==> config.mk <==
export PLATFORM = sky130hd
export DESIGN_NAME = indexed_list_store_unit
export DESIGN_NICKNAME = d
export VERILOG_FILES = /design/src/rtl/core/ils_pkg.sv /design/src/rtl/core/ils_datapath.sv /design/src/rtl/core/ils_ctrl.sv /design/src/rtl/core/indexed_list_store_unit.sv
export SDC_FILE = /design/constraint.sdc
export NUM_CORES = 2
export LEC_CHECK = 0
export BUFFER_PORTS_ARGS = -buffer_cell sky130_fd_sc_hd__buf_2
export CAP_MARGIN = 10
export CORE_MARGIN = 10
export CORE_UTILIZATION = 45
export DETAILED_ROUTE_END_ITERATION = 16
export SLEW_MARGIN = 15
export SYNTH_ARGS = -nofsm -noshare
export SYNTH_HDL_FRONTEND = slang
export SYNTH_SLANG_ARGS = --single-unit
==> constraint.sdc <==
create_clock -name clk -period 14.6 [get_ports clk]
set_input_delay 2.19 -clock clk [delete_from_list [all_inputs] [get_ports clk]]
set_output_delay 2.19 -clock clk [all_outputs]
set_load 0.01 [all_outputs]
==> src/rtl/core/ils_pkg.sv <==
`timescale 1ns / 1ps
// ----------------------------------------------------------------------------
// Indexed list store package
// Request/response payloads, operation and status codes, and the command
// and status bundles between the controller and the datapath.
// ----------------------------------------------------------------------------
package ils_pkg;

  // Operation codes
  localparam logic [2:0] OP_APPEND    = 3'd0;
  localparam logic [2:0] OP_POP_BACK  = 3'd1;
  localparam logic [2:0] OP_PREPEND   = 3'd2;
  localparam logic [2:0] OP_POP_FRONT = 3'd3;
  localparam logic [2:0] OP_READ      = 3'd4;
  localparam logic [2:0] OP_WRITE     = 3'd5;
  localparam logic [2:0] OP_INSERT    = 3'd6;

  // Status codes
  localparam logic [1:0] ST_OK    = 2'd0;
  localparam logic [1:0] ST_RANGE = 2'd1;
  localparam logic [1:0] ST_FULL  = 2'd2;

  // Read address select
  localparam logic [1:0] RD_TGT    = 2'd0;
  localparam logic [1:0] RD_LAST   = 2'd1;
  localparam logic [1:0] RD_PTR_DN = 2'd2;
  localparam logic [1:0] RD_PTR_UP = 2'd3;

  // Write source/address select
  localparam logic WR_WORD_TGT  = 1'b0;
  localparam logic WR_RDATA_PTR = 1'b1;

  // Pointer update
  localparam logic [2:0] PTR_HOLD     = 3'd0;
  localparam logic [2:0] PTR_LOAD_CNT = 3'd1;
  localparam logic [2:0] PTR_ZERO     = 3'd2;
  localparam logic [2:0] PTR_DEC      = 3'd3;
  localparam logic [2:0] PTR_INC      = 3'd4;

  // Fill count update
  localparam logic [1:0] CNT_HOLD = 2'd0;
  localparam logic [1:0] CNT_INC  = 2'd1;
  localparam logic [1:0] CNT_DEC  = 2'd2;

  typedef struct packed {
    logic [2:0]  op;
    logic [6:0]  position;
    logic [31:0] element_value;
  } ils_req_t;

  typedef struct packed {
    logic [31:0] read_value;
    logic [1:0]  status;
    logic [6:0]  count;
  } ils_rsp_t;

  typedef struct packed {
    logic       load_req;
    logic       rd_en;
    logic [1:0] rd_sel;
    logic       wr_en;
    logic       wr_sel;
    logic [2:0] ptr_op;
    logic [1:0] cnt_op;
    logic       got_load;
    logic       sts_load;
    logic [1:0] sts_code;
    logic       emit;
  } ils_cmd_t;

  typedef struct packed {
    logic [2:0] op;
    logic       empty;
    logic       full;
    logic       tgt_lt_cnt;
    logic       tgt_le_cnt;
    logic       ptr_at_tgt;
    logic       ptr_at_last;
    logic       out_free;
  } ils_sts_t;

endpackage

==> src/rtl/core/ils_datapath.sv <==
`timescale 1ns / 1ps
// ----------------------------------------------------------------------------
// Indexed list store datapath
// Entry memory, fill count, sweep pointer, request hold and response register.
// ----------------------------------------------------------------------------
module ils_datapath #(
  parameter int DEPTH      = 64,
  parameter int WORD_WIDTH = 32
) (
  input  logic             clk,
  input  logic             rst_n,
  input  ils_pkg::ils_req_t in_data,
  input  ils_pkg::ils_cmd_t cmd,
  output ils_pkg::ils_sts_t sts,
  output logic             out_valid,
  input  logic             out_ready,
  output ils_pkg::ils_rsp_t out_data
);

  localparam int AW = (DEPTH > 1) ? $clog2(DEPTH) : 1;
  localparam int CW = $clog2(DEPTH + 1);
  localparam int LW = (CW > 7) ? CW : 7;

  logic [WORD_WIDTH-1:0] mem [DEPTH];
  logic [WORD_WIDTH-1:0] rdata_r;

  ils_pkg::ils_req_t     req_r;
  logic [CW-1:0]         cnt_r, cnt_nxt;
  logic [CW-1:0]         ptr_r, ptr_nxt;
  logic [WORD_WIDTH-1:0] got_r;
  logic [1:0]            sts_code_r;
  logic                  out_valid_r;
  ils_pkg::ils_rsp_t     out_data_r;

  logic [LW-1:0]          cnt_ext, pos_ext, ptr_ext, tgt;
  logic [CW-1:0]          ptr_dn, ptr_up, cnt_dn;
  logic [AW-1:0]          raddr, waddr;
  logic [WORD_WIDTH-1:0]  wdata, word;
  logic [WORD_WIDTH+31:0] word_ext;
  logic [WORD_WIDTH+31:0] got_ext;

  assign cnt_ext  = LW'(cnt_r);
  assign pos_ext  = LW'(req_r.position);
  assign ptr_ext  = LW'(ptr_r);
  assign ptr_dn   = ptr_r - CW'(1);
  assign ptr_up   = ptr_r + CW'(1);
  assign cnt_dn   = cnt_r - CW'(1);
  assign word_ext = {{WORD_WIDTH{1'b0}}, req_r.element_value};
  assign word     = word_ext[WORD_WIDTH-1:0];
  assign got_ext  = {32'd0, got_r};

  // Position the operation works on
  always_comb begin
    case (req_r.op)
      ils_pkg::OP_APPEND:    tgt = cnt_ext;
      ils_pkg::OP_PREPEND,
      ils_pkg::OP_POP_FRONT: tgt = '0;
      default:               tgt = pos_ext;
    endcase
  end

  always_comb begin
    case (cmd.rd_sel)
      ils_pkg::RD_TGT:    raddr = tgt[AW-1:0];
      ils_pkg::RD_LAST:   raddr = cnt_dn[AW-1:0];
      ils_pkg::RD_PTR_DN: raddr = ptr_dn[AW-1:0];
      default:            raddr = ptr_up[AW-1:0];
    endcase
  end

  always_comb begin
    if (cmd.wr_sel == ils_pkg::WR_RDATA_PTR) begin
      waddr = ptr_r[AW-1:0];
      wdata = rdata_r;
    end else begin
      waddr = tgt[AW-1:0];
      wdata = word;
    end
  end

  always_ff @(posedge clk) begin
    if (cmd.wr_en) begin
      mem[waddr] <= wdata;
    end
  end

  always_ff @(posedge clk) begin
    if (cmd.rd_en) begin
      rdata_r <= mem[raddr];
    end
  end

  always_comb begin
    case (cmd.ptr_op)
      ils_pkg::PTR_LOAD_CNT: ptr_nxt = cnt_r;
      ils_pkg::PTR_ZERO:     ptr_nxt = '0;
      ils_pkg::PTR_DEC:      ptr_nxt = ptr_dn;
      ils_pkg::PTR_INC:      ptr_nxt = ptr_up;
      default:               ptr_nxt = ptr_r;
    endcase
  end

  always_comb begin
    case (cmd.cnt_op)
      ils_pkg::CNT_INC: cnt_nxt = cnt_r + CW'(1);
      ils_pkg::CNT_DEC: cnt_nxt = cnt_dn;
      default:          cnt_nxt = cnt_r;
    endcase
  end

  always_ff @(posedge clk) begin
    if (!rst_n) begin
      cnt_r       <= '0;
      out_valid_r <= 1'b0;
    end else begin
      cnt_r <= cnt_nxt;
      if (cmd.emit) begin
        out_valid_r <= 1'b1;
      end else if (out_ready) begin
        out_valid_r <= 1'b0;
      end
    end
  end

  always_ff @(posedge clk) begin
    ptr_r <= ptr_nxt;
    if (cmd.load_req) begin
      req_r <= in_data;
      got_r <= '0;
    end else if (cmd.got_load) begin
      got_r <= rdata_r;
    end
    if (cmd.sts_load) begin
      sts_code_r <= cmd.sts_code;
    end
    if (cmd.emit) begin
      out_data_r.read_value <= got_ext[31:0];
      out_data_r.status     <= sts_code_r;
      out_data_r.count      <= cnt_ext[6:0];
    end
  end

  assign sts.op          = req_r.op;
  assign sts.empty       = (cnt_r == '0);
  assign sts.full        = (cnt_r == CW'(DEPTH));
  assign sts.tgt_lt_cnt  = (tgt < cnt_ext);
  assign sts.tgt_le_cnt  = (tgt <= cnt_ext);
  assign sts.ptr_at_tgt  = (ptr_ext == tgt);
  assign sts.ptr_at_last = (ptr_up == cnt_r);
  assign sts.out_free    = !out_valid_r || out_ready;

  assign out_valid = out_valid_r;
  assign out_data  = out_data_r;

endmodule

==> src/rtl/core/ils_ctrl.sv <==
`timescale 1ns / 1ps
// ----------------------------------------------------------------------------
// Indexed list store controller
// Decodes a request and steps the datapath through reads, shifts and the
// response hand-off.
// ----------------------------------------------------------------------------
module ils_ctrl (
  input  logic              clk,
  input  logic              rst_n,
  input  logic              in_valid,
  output logic              in_ready,
  input  ils_pkg::ils_sts_t sts,
  output ils_pkg::ils_cmd_t cmd
);

  localparam logic [2:0] S_IDLE   = 3'd0;
  localparam logic [2:0] S_DECODE = 3'd1;
  localparam logic [2:0] S_RDWAIT = 3'd2;
  localparam logic [2:0] S_SU_RD  = 3'd3;
  localparam logic [2:0] S_SU_WR  = 3'd4;
  localparam logic [2:0] S_SD_RD  = 3'd5;
  localparam logic [2:0] S_SD_WR  = 3'd6;
  localparam logic [2:0] S_FINISH = 3'd7;

  logic [2:0] state_r, state_nxt;

  always_ff @(posedge clk) begin
    if (!rst_n) begin
      state_r <= S_IDLE;
    end else begin
      state_r <= state_nxt;
    end
  end

  assign in_ready = (state_r == S_IDLE);

  always_comb begin
    state_nxt    = state_r;
    cmd          = '0;
    cmd.rd_sel   = ils_pkg::RD_TGT;
    cmd.wr_sel   = ils_pkg::WR_WORD_TGT;
    cmd.ptr_op   = ils_pkg::PTR_HOLD;
    cmd.cnt_op   = ils_pkg::CNT_HOLD;
    cmd.sts_code = ils_pkg::ST_OK;
    case (state_r)
      S_IDLE: begin
        if (in_valid) begin
          cmd.load_req = 1'b1;
          state_nxt    = S_DECODE;
        end
      end
      S_DECODE: begin
        cmd.sts_load = 1'b1;
        cmd.sts_code = ils_pkg::ST_RANGE;
        state_nxt    = S_FINISH;
        case (sts.op)
          ils_pkg::OP_APPEND, ils_pkg::OP_PREPEND, ils_pkg::OP_INSERT: begin
            // range check comes before the full check
            if (sts.op == ils_pkg::OP_INSERT && !sts.tgt_le_cnt) begin
              cmd.sts_code = ils_pkg::ST_RANGE;
            end else if (sts.full) begin
              cmd.sts_code = ils_pkg::ST_FULL;
            end else begin
              cmd.sts_code = ils_pkg::ST_OK;
              cmd.ptr_op   = ils_pkg::PTR_LOAD_CNT;
              state_nxt    = S_SU_RD;
            end
          end
          ils_pkg::OP_POP_BACK: begin
            if (!sts.empty) begin
              cmd.sts_code = ils_pkg::ST_OK;
              cmd.rd_en    = 1'b1;
              cmd.rd_sel   = ils_pkg::RD_LAST;
              cmd.cnt_op   = ils_pkg::CNT_DEC;
              state_nxt    = S_RDWAIT;
            end
          end
          ils_pkg::OP_POP_FRONT: begin
            if (!sts.empty) begin
              cmd.sts_code = ils_pkg::ST_OK;
              cmd.rd_en    = 1'b1;
              cmd.rd_sel   = ils_pkg::RD_TGT;
              cmd.ptr_op   = ils_pkg::PTR_ZERO;
              state_nxt    = S_RDWAIT;
            end
          end
          ils_pkg::OP_READ: begin
            if (sts.tgt_lt_cnt) begin
              cmd.sts_code = ils_pkg::ST_OK;
              cmd.rd_en    = 1'b1;
              cmd.rd_sel   = ils_pkg::RD_TGT;
              state_nxt    = S_RDWAIT;
            end
          end
          ils_pkg::OP_WRITE: begin
            if (sts.tgt_lt_cnt) begin
              cmd.sts_code = ils_pkg::ST_OK;
              cmd.wr_en    = 1'b1;
              cmd.wr_sel   = ils_pkg::WR_WORD_TGT;
            end
          end
          default: begin
            cmd.sts_code = ils_pkg::ST_RANGE;
          end
        endcase
      end
      S_RDWAIT: begin
        cmd.got_load = 1'b1;
        state_nxt    = (sts.op == ils_pkg::OP_POP_FRONT) ? S_SD_RD : S_FINISH;
      end
      S_SU_RD: begin
        // slot open: drop the new word in and grow the list
        if (sts.ptr_at_tgt) begin
          cmd.wr_en  = 1'b1;
          cmd.wr_sel = ils_pkg::WR_WORD_TGT;
          cmd.cnt_op = ils_pkg::CNT_INC;
          state_nxt  = S_FINISH;
        end else begin
          cmd.rd_en  = 1'b1;
          cmd.rd_sel = ils_pkg::RD_PTR_DN;
          state_nxt  = S_SU_WR;
        end
      end
      S_SU_WR: begin
        cmd.wr_en  = 1'b1;
        cmd.wr_sel = ils_pkg::WR_RDATA_PTR;
        cmd.ptr_op = ils_pkg::PTR_DEC;
        state_nxt  = S_SU_RD;
      end
      S_SD_RD: begin
        if (sts.ptr_at_last) begin
          cmd.cnt_op = ils_pkg::CNT_DEC;
          state_nxt  = S_FINISH;
        end else begin
          cmd.rd_en  = 1'b1;
          cmd.rd_sel = ils_pkg::RD_PTR_UP;
          state_nxt  = S_SD_WR;
        end
      end
      S_SD_WR: begin
        cmd.wr_en  = 1'b1;
        cmd.wr_sel = ils_pkg::WR_RDATA_PTR;
        cmd.ptr_op = ils_pkg::PTR_INC;
        state_nxt  = S_SD_RD;
      end
      S_FINISH: begin
        // hold until the response register is free
        if (sts.out_free) begin
          cmd.emit  = 1'b1;
          state_nxt = S_IDLE;
        end
      end
      default: begin
        state_nxt = S_IDLE;
      end
    endcase
  end

endmodule

==> src/rtl/core/indexed_list_store_unit.sv <==
`timescale 1ns / 1ps
// ----------------------------------------------------------------------------
// Indexed list store unit
// Ordered list of up to DEPTH words with end, front and indexed access.
// ----------------------------------------------------------------------------
// One request is worked on at a time, stepped by a controller over a single
// entry RAM with one write and one registered read port. Prepend and insert
// move each entry from the insert position up to the end with a read and a
// write; remove-from-front moves each later entry down one place the same
// way. The response waits in an output register, so a new request is taken
// while the previous response is still pending; the block holds in its last
// step only while that register is still occupied.
// ----------------------------------------------------------------------------
module indexed_list_store_unit #(
  parameter int DEPTH      = 64,
  parameter int WORD_WIDTH = 32
) (
  input  logic              clk,
  input  logic              rst_n,
  input  logic              in_valid,
  output logic              in_ready,
  input  ils_pkg::ils_req_t in_data,
  output logic              out_valid,
  input  logic              out_ready,
  output ils_pkg::ils_rsp_t out_data
);

  ils_pkg::ils_cmd_t cmd;
  ils_pkg::ils_sts_t sts;

  ils_ctrl u_ctrl (
    .clk      (clk),
    .rst_n    (rst_n),
    .in_valid (in_valid),
    .in_ready (in_ready),
    .sts      (sts),
    .cmd      (cmd)
  );

  ils_datapath #(
    .DEPTH      (DEPTH),
    .WORD_WIDTH (WORD_WIDTH)
  ) u_datapath (
    .clk       (clk),
    .rst_n     (rst_n),
    .in_data   (in_data),
    .cmd       (cmd),
    .sts       (sts),
    .out_valid (out_valid),
    .out_ready (out_ready),
    .out_data  (out_data)
  );

endmodule

======== Word level (Yosys, flattened, before mapping) ========
Memory sizes are Yosys's and may differ from the RTL's. A register that Yosys moved wholly into a read port is not among the register bits.
Cells that the tools add are included.
W data, S select, Z words.
word-level totals
  output and inout port bits .............. 43
  latch bits .............................. 0
  bits in writable memories ............... 2048
  logic and storage cells ................. 115
  register bits ........................... 135
  bits of input ports ..................... 46
  memories kept ........................... 1
  ROM bits ................................ 0
operators by class
  $lt $le $gt $ge ......................... 2
  bitwise gates (word level) .............. 0
  eq/ne operators ......................... 26
  div/mod/pow operators ................... 0
  multiplexer cells ....................... 53
  $add $sub $neg .......................... 4
  multipliers ............................. 0
  shift operators ......................... 0
  reductions and logical operators ........ 17
memories
  name            depth  width  read ports  clocked after memory_dff  wr ports  line                source
  u_datapath.mem  64     32     1           1                         1         ils_datapath.sv:24  logic [WORD_WIDTH-1:0] mem [DEPTH];
operators by type and width
  cell                   number
  $mux W3                13
  $pmux W3 S3            4
  $mux W32               1
  $pmux W7 S2            2
  $pmux W7 S4            1
  $eq A3 B3 Y1 const B   8
  $pmux W3 S8            1
  $mux W2                11
  $eq A3 B2 Y1 const B   6
  $pmux W2 S3            3
  $pmux W6 S3            1
  $add A7 B1 Y7 const B  2
  $eq A7 B7 Y1           2
  $mux W1                14
  $sub A7 B1 Y7 const B  2
  $eq A3 B1 Y1 const B   3
  $reduce_or A2 Y1       4
  $eq A7 B7 Y1 const B   1
  $le A7 B7 Y1           1
  $logic_not A7 Y1       1
  $lt A7 B7 Y1           1
  $logic_not A3 Y1       2
  $mux W6                1
  $pmux W3 S2            1
  11 further kinds       16

======== Logic depth before layout (Yosys ltp) ========
  word-level depth ........................ 11
  gate-level depth with buffers ........... 20
  depth with buffers taken out ............ 15

======== By module ========
Synthesis repeated with hierarchy kept, for this count alone.
second synthesis, totals
  cells, all modules ...................... 6521
  area, all modules ....................... 87833.0 um^2
modules (own cells, without submodules)
  module        seq. area each (um^2)  cells an instance  area each (um^2)  times used
  ils_datapath  66023.3                6447               87318.7           1
  ils_ctrl      60.1                   74                 514.2             1

======== Worst setup path before layout ========
OpenSTA, ideal clock, no wires.
  kind .................................... reg-to-reg
  start ................................... register u_datapath.req_r, in the netlist u_datapath.sts[9]
  end ..................................... register u_datapath.rdata_r[0] (read register of u_datapath.mem), enable pin
  required time ........................... 14.134 ns
  buffers on the path ..................... 1
  period minus slack after synthesis ...... 5.438 ns
  slack ................................... 9.162 ns
  arrival ................................. 4.972 ns
  cell stages (with the launch flop) ...... 14
  library setup time ...................... 0.466 ns
  cells stage by stage .................... edfxtp_1 > buf_2 > or3b_2 > a21oi_2 > ha_1 > nor2b_1 > o21a_1 > o21a_1 > o21a_1 > o21a_1 > o21ai_0 > nor2b_1 > a21oi_1 > o21ai_0
RTL lines
  what                      line                 source
  start: declaration        ils_datapath.sv:27   ils_pkg::ils_req_t req_r;
  start signal: assignment  ils_datapath.sv:128  req_r <= in_data;
  end: declaration          ils_datapath.sv:25   logic [WORD_WIDTH-1:0] rdata_r;

======== Worst setup path after layout ========
  start ................................... register u_datapath.req_r, in the netlist u_datapath.sts[8]
  end ..................................... register u_datapath.rdata_r[22] (read register of u_datapath.mem) (data pin)
between the ends
  longest elaborated chain between the ends .. 8
  elaborated cells between the ends (all ways) .. 17
  classes of those cells .................. order compare (1); eq/ne (7); mux (6); reduce/logical (3)
RTL lines
  what
  branches (longest 8 deep; another with $lt A7 B7 Y1)
Parallel ways; which one is timed is not known.
A chain may end at the register's enable or synchronous reset.

==> metrics <==
Critical Path RT 15310 ps; critical-path maximum fanout 136; mapped cell area 0.0882 mm^2; Hold Buf Count CTS 0; Critical Path Max Stage Delay 860 ps; H-tree depth 4; Routed wire per std cell 29.0 um; CTS Sinks 2215; max_slew headroom 11.5%; via count 52900; IO Port Bufs 88; Final #Nets 6192; Arrival @ worst endpoint 8090 ps; Clk Latency, worst-skew pair 880 ps; Antenna Nets Post-Route 0; Register Area 0.0661 mm^2; Final GP Congestion 0.867; placed inst area 0.0919 mm^2; Synth-to-Final Area Change 12.2%; crit path cell chain nor4b_1 -> or4_1 -> a222oi_1 -> nand4_1 -> a21oi_2 -> o21a_4 -> buf_4 -> buf_12 -> buf_4 -> mux2i_1 -> mux2i_1 -> o22ai_1 -> or4_1 -> a221oi_2; Die X 463 um; WS Path Type register to register; Die H 463 um; Net Count, Synth 6098; Synth area leader edfxtp_1; Longest Clk Path Bufs 3; yosys warns 0; router iterations before antenna repair 6; Syn Inst Count 6038; Seq cells post-synth 2215; register area share after synthesis 75.0%; final instance area 0.0989 mm^2; largest net degree at the start of global routing 196; outcome finished clean; starting density of the core 45.3%; Post-CTS Resized 0; global-route wire length before repair 368000 um; Initial DRC Count 6709; P_leak 34.6 nW; met3 Usage GRT 5.14%; core area 0.195 mm^2; met1 usage 32.8%; # rows 162; Most Crowded Layer GR met2; Fin. Hold Viols 0; hold crit path type register to register; met2 usage 35.9%; layout cells sized above 1 11.1%; die area 0.214 mm^2; Syn Area/Cell 14.6 um^2; Critical Path Start Type register; Clock transition at path regs 60 ps; count of pins over their slew limit 0; RSZ-0062 raised after global routing false; # setup viols final 0; number of synthesized flops with an enable pin 2172; f_max 135 MHz; DRT Wirelength 260000 um; top_reg_cell synth edfxtp_1; Overflow after GRT 0; top post-synthesis cells by area edfxtp_1, mux2i_1, nand2_1; Post-Route Setup TNS 0 ps; Vias/cell 5.91; initial antenna violation count 17; Pwr Density 163 mW/mm^2; Least-Margin Pin Slew 1320 ps; Post-DP HPWL 148000 um; skew final 35.1 ps; clock root cell clkbuf_16; Power Total 16.1 mW; async set-or-reset flop fraction in the synthesized netlist 0%; postcts setup bufs 0; Crit path max-delay family buffers and inverters; post-synth top area share 74.0%; Final period util 50.6%; Worst setup EP type register; max_cap viols 0; CTS Buf Count 217; vias in the first global route 49600; CP Buf/Inv Count 3; final period demand of the worst path 7380 ps; Ports 89; fillers 16100; post-synth cell types 75; Peak VDD IR 0.150 mV; crit path max-delay cell type buf_4; drt drc 0; multi-input logic area 0.0208 mm^2; All-Layer GR Usage 23.4%; CTS tree done
## cells by family after synthesis
group	count (synthesis)	share of synthesized area, %
AO/OA/AOI/OAI	578	4.54
XOR/XNOR	30	0.314
adder cells (fa/ha/maj)	14	0.199
buffers and inverters	383	2.16
flip-flops	2215	75.0
multiplexers	590	6.75
AND/OR/NAND/NOR	2228	11.1
## flip-flops by register name (all words and copies together) (netlist names)
name / count
u_datapath.mem: 2048
u_datapath.out_data: 41
u_datapath.got_r: 32
u_datapath.rdata_r: 32
u_datapath.word: 32
u_datapath.cnt_ext: 7
u_datapath.pos_ext: 7
u_datapath.ptr_ext: 7
u_ctrl.state_r: 3
u_datapath.sts: 3
u_datapath.sts_code_r: 2
u_datapath.out_valid: 1
## worst reg2reg max path: cells and delay by family (launching register included)
kind                   cells  cell delay, ps
muxes                      2             440
buffers and inverters      3            2480
AOI/OAI and AO/OA          5            1840
DFF                        1             760
and+or+nand+nor            4            1700
## stage by stage
stage	std cells	hold slack (ps)	utilization, %	setup slack [ps]
after floorplan	6038	400	-	9160
after global placement	8537	403	47.2	7500
after detailed placement	8537	414	47.2	7380
after CTS	8946	426	50.8	7360
after global routing	8947	437	50.8	6830
final	8950	426	50.8	7220
## cell usage after synthesis (6+ instances only)
master,number
edfxtp_1,2172
nand2_1,1375
mux2i_1,556
nand3_1,500
a21oi_1,212
buf_2,141
clkbuf_1,138
nor2_1,100
o22ai_1,71
a32oi_1,70
or4_1,66
a31oi_1,61
and3_1,52
buf_4,43
dfxtp_1,43
a311oi_1,42
mux2_2,34
buf_1,27
nand4_1,25
xnor2_1,23
a221oi_2,21
nor3_1,19
o21ai_0,18
buf_6,17
inv_1,15
ha_1,14
or3_1,13
and2_1,12
nor2b_1,12
nor4_1,10
o211a_1,9
o221ai_1,9
or3b_2,9
nand3b_1,8
a22o_1,7
o211ai_1,7
o21a_1,7
o31ai_1,7
nand2b_1,6
xor2_1,6
## report_power, final
part | switching (mW) | internal, mW | total, mW
clock | 2.41 | 3.13 | 5.54
combinational | 2.28 | 0.793 | 3.07
sequential | 0.0876 | 7.39 | 7.48
## routing by layer
layer  vias to the layer above  wire length [um]
met5                         -                 0
met4                         0             10200
met3                       422             25700
met2                      2588            117000
met1                     27000            107000
li1                      22900                 -
## path summary, 6_finish.rpt
path                            depth (start not counted)  slack [ps]                 start                       to
worst max register to register                         14        7220     u_datapath.sts[8]   u_datapath.rdata_r[22]
worst min register to register                          0         430  u_datapath.got_r[11]  u_datapath.out_data[20]
worst min-delay path                                    0         430  u_datapath.got_r[11]  u_datapath.out_data[20]
worst max-delay path                                   14        7220     u_datapath.sts[8]   u_datapath.rdata_r[22]
## area by class of cell
cell class	instances	share of cell area [%]
inverters	16	0.0607
clock inverters	140	1.36
clock buffers	269	5.70
diodes	4	0.0101
flip-flops and latches	2215	66.8
multi-input cells	3440	21.0
well taps	2624	3.32
repair buffers	242	1.70
## layout by cell type, fill, tap and decap left out, types with 11 or more instances in the layout
cell type / n
a21oi_1: 212
nor3_1: 17
buf_2: 88
ha_1: 13
bufinv_16: 22
edfxtp_1: 2172
a221oi_2: 21
and2_1: 11
nor2_1: 30
or3_1: 13
o21ai_0: 16
a311oi_1: 42
buf_4: 147
or4_1: 66
nand4_1: 25
inv_1: 15
clkinv_1: 59
clkinv_2: 38
nor2b_1: 11
nor2_4: 70
a31oi_1: 60
clkbuf_16: 217
a32oi_1: 70
clkbuf_1: 51
xnor2_1: 23
mux2i_1: 556
dfxtp_1: 43
nand2_1: 1375
nand3_1: 499
mux2_2: 27
and3_1: 51
o22ai_1: 71
No activity file was read; power rests on OpenSTA's default activity.
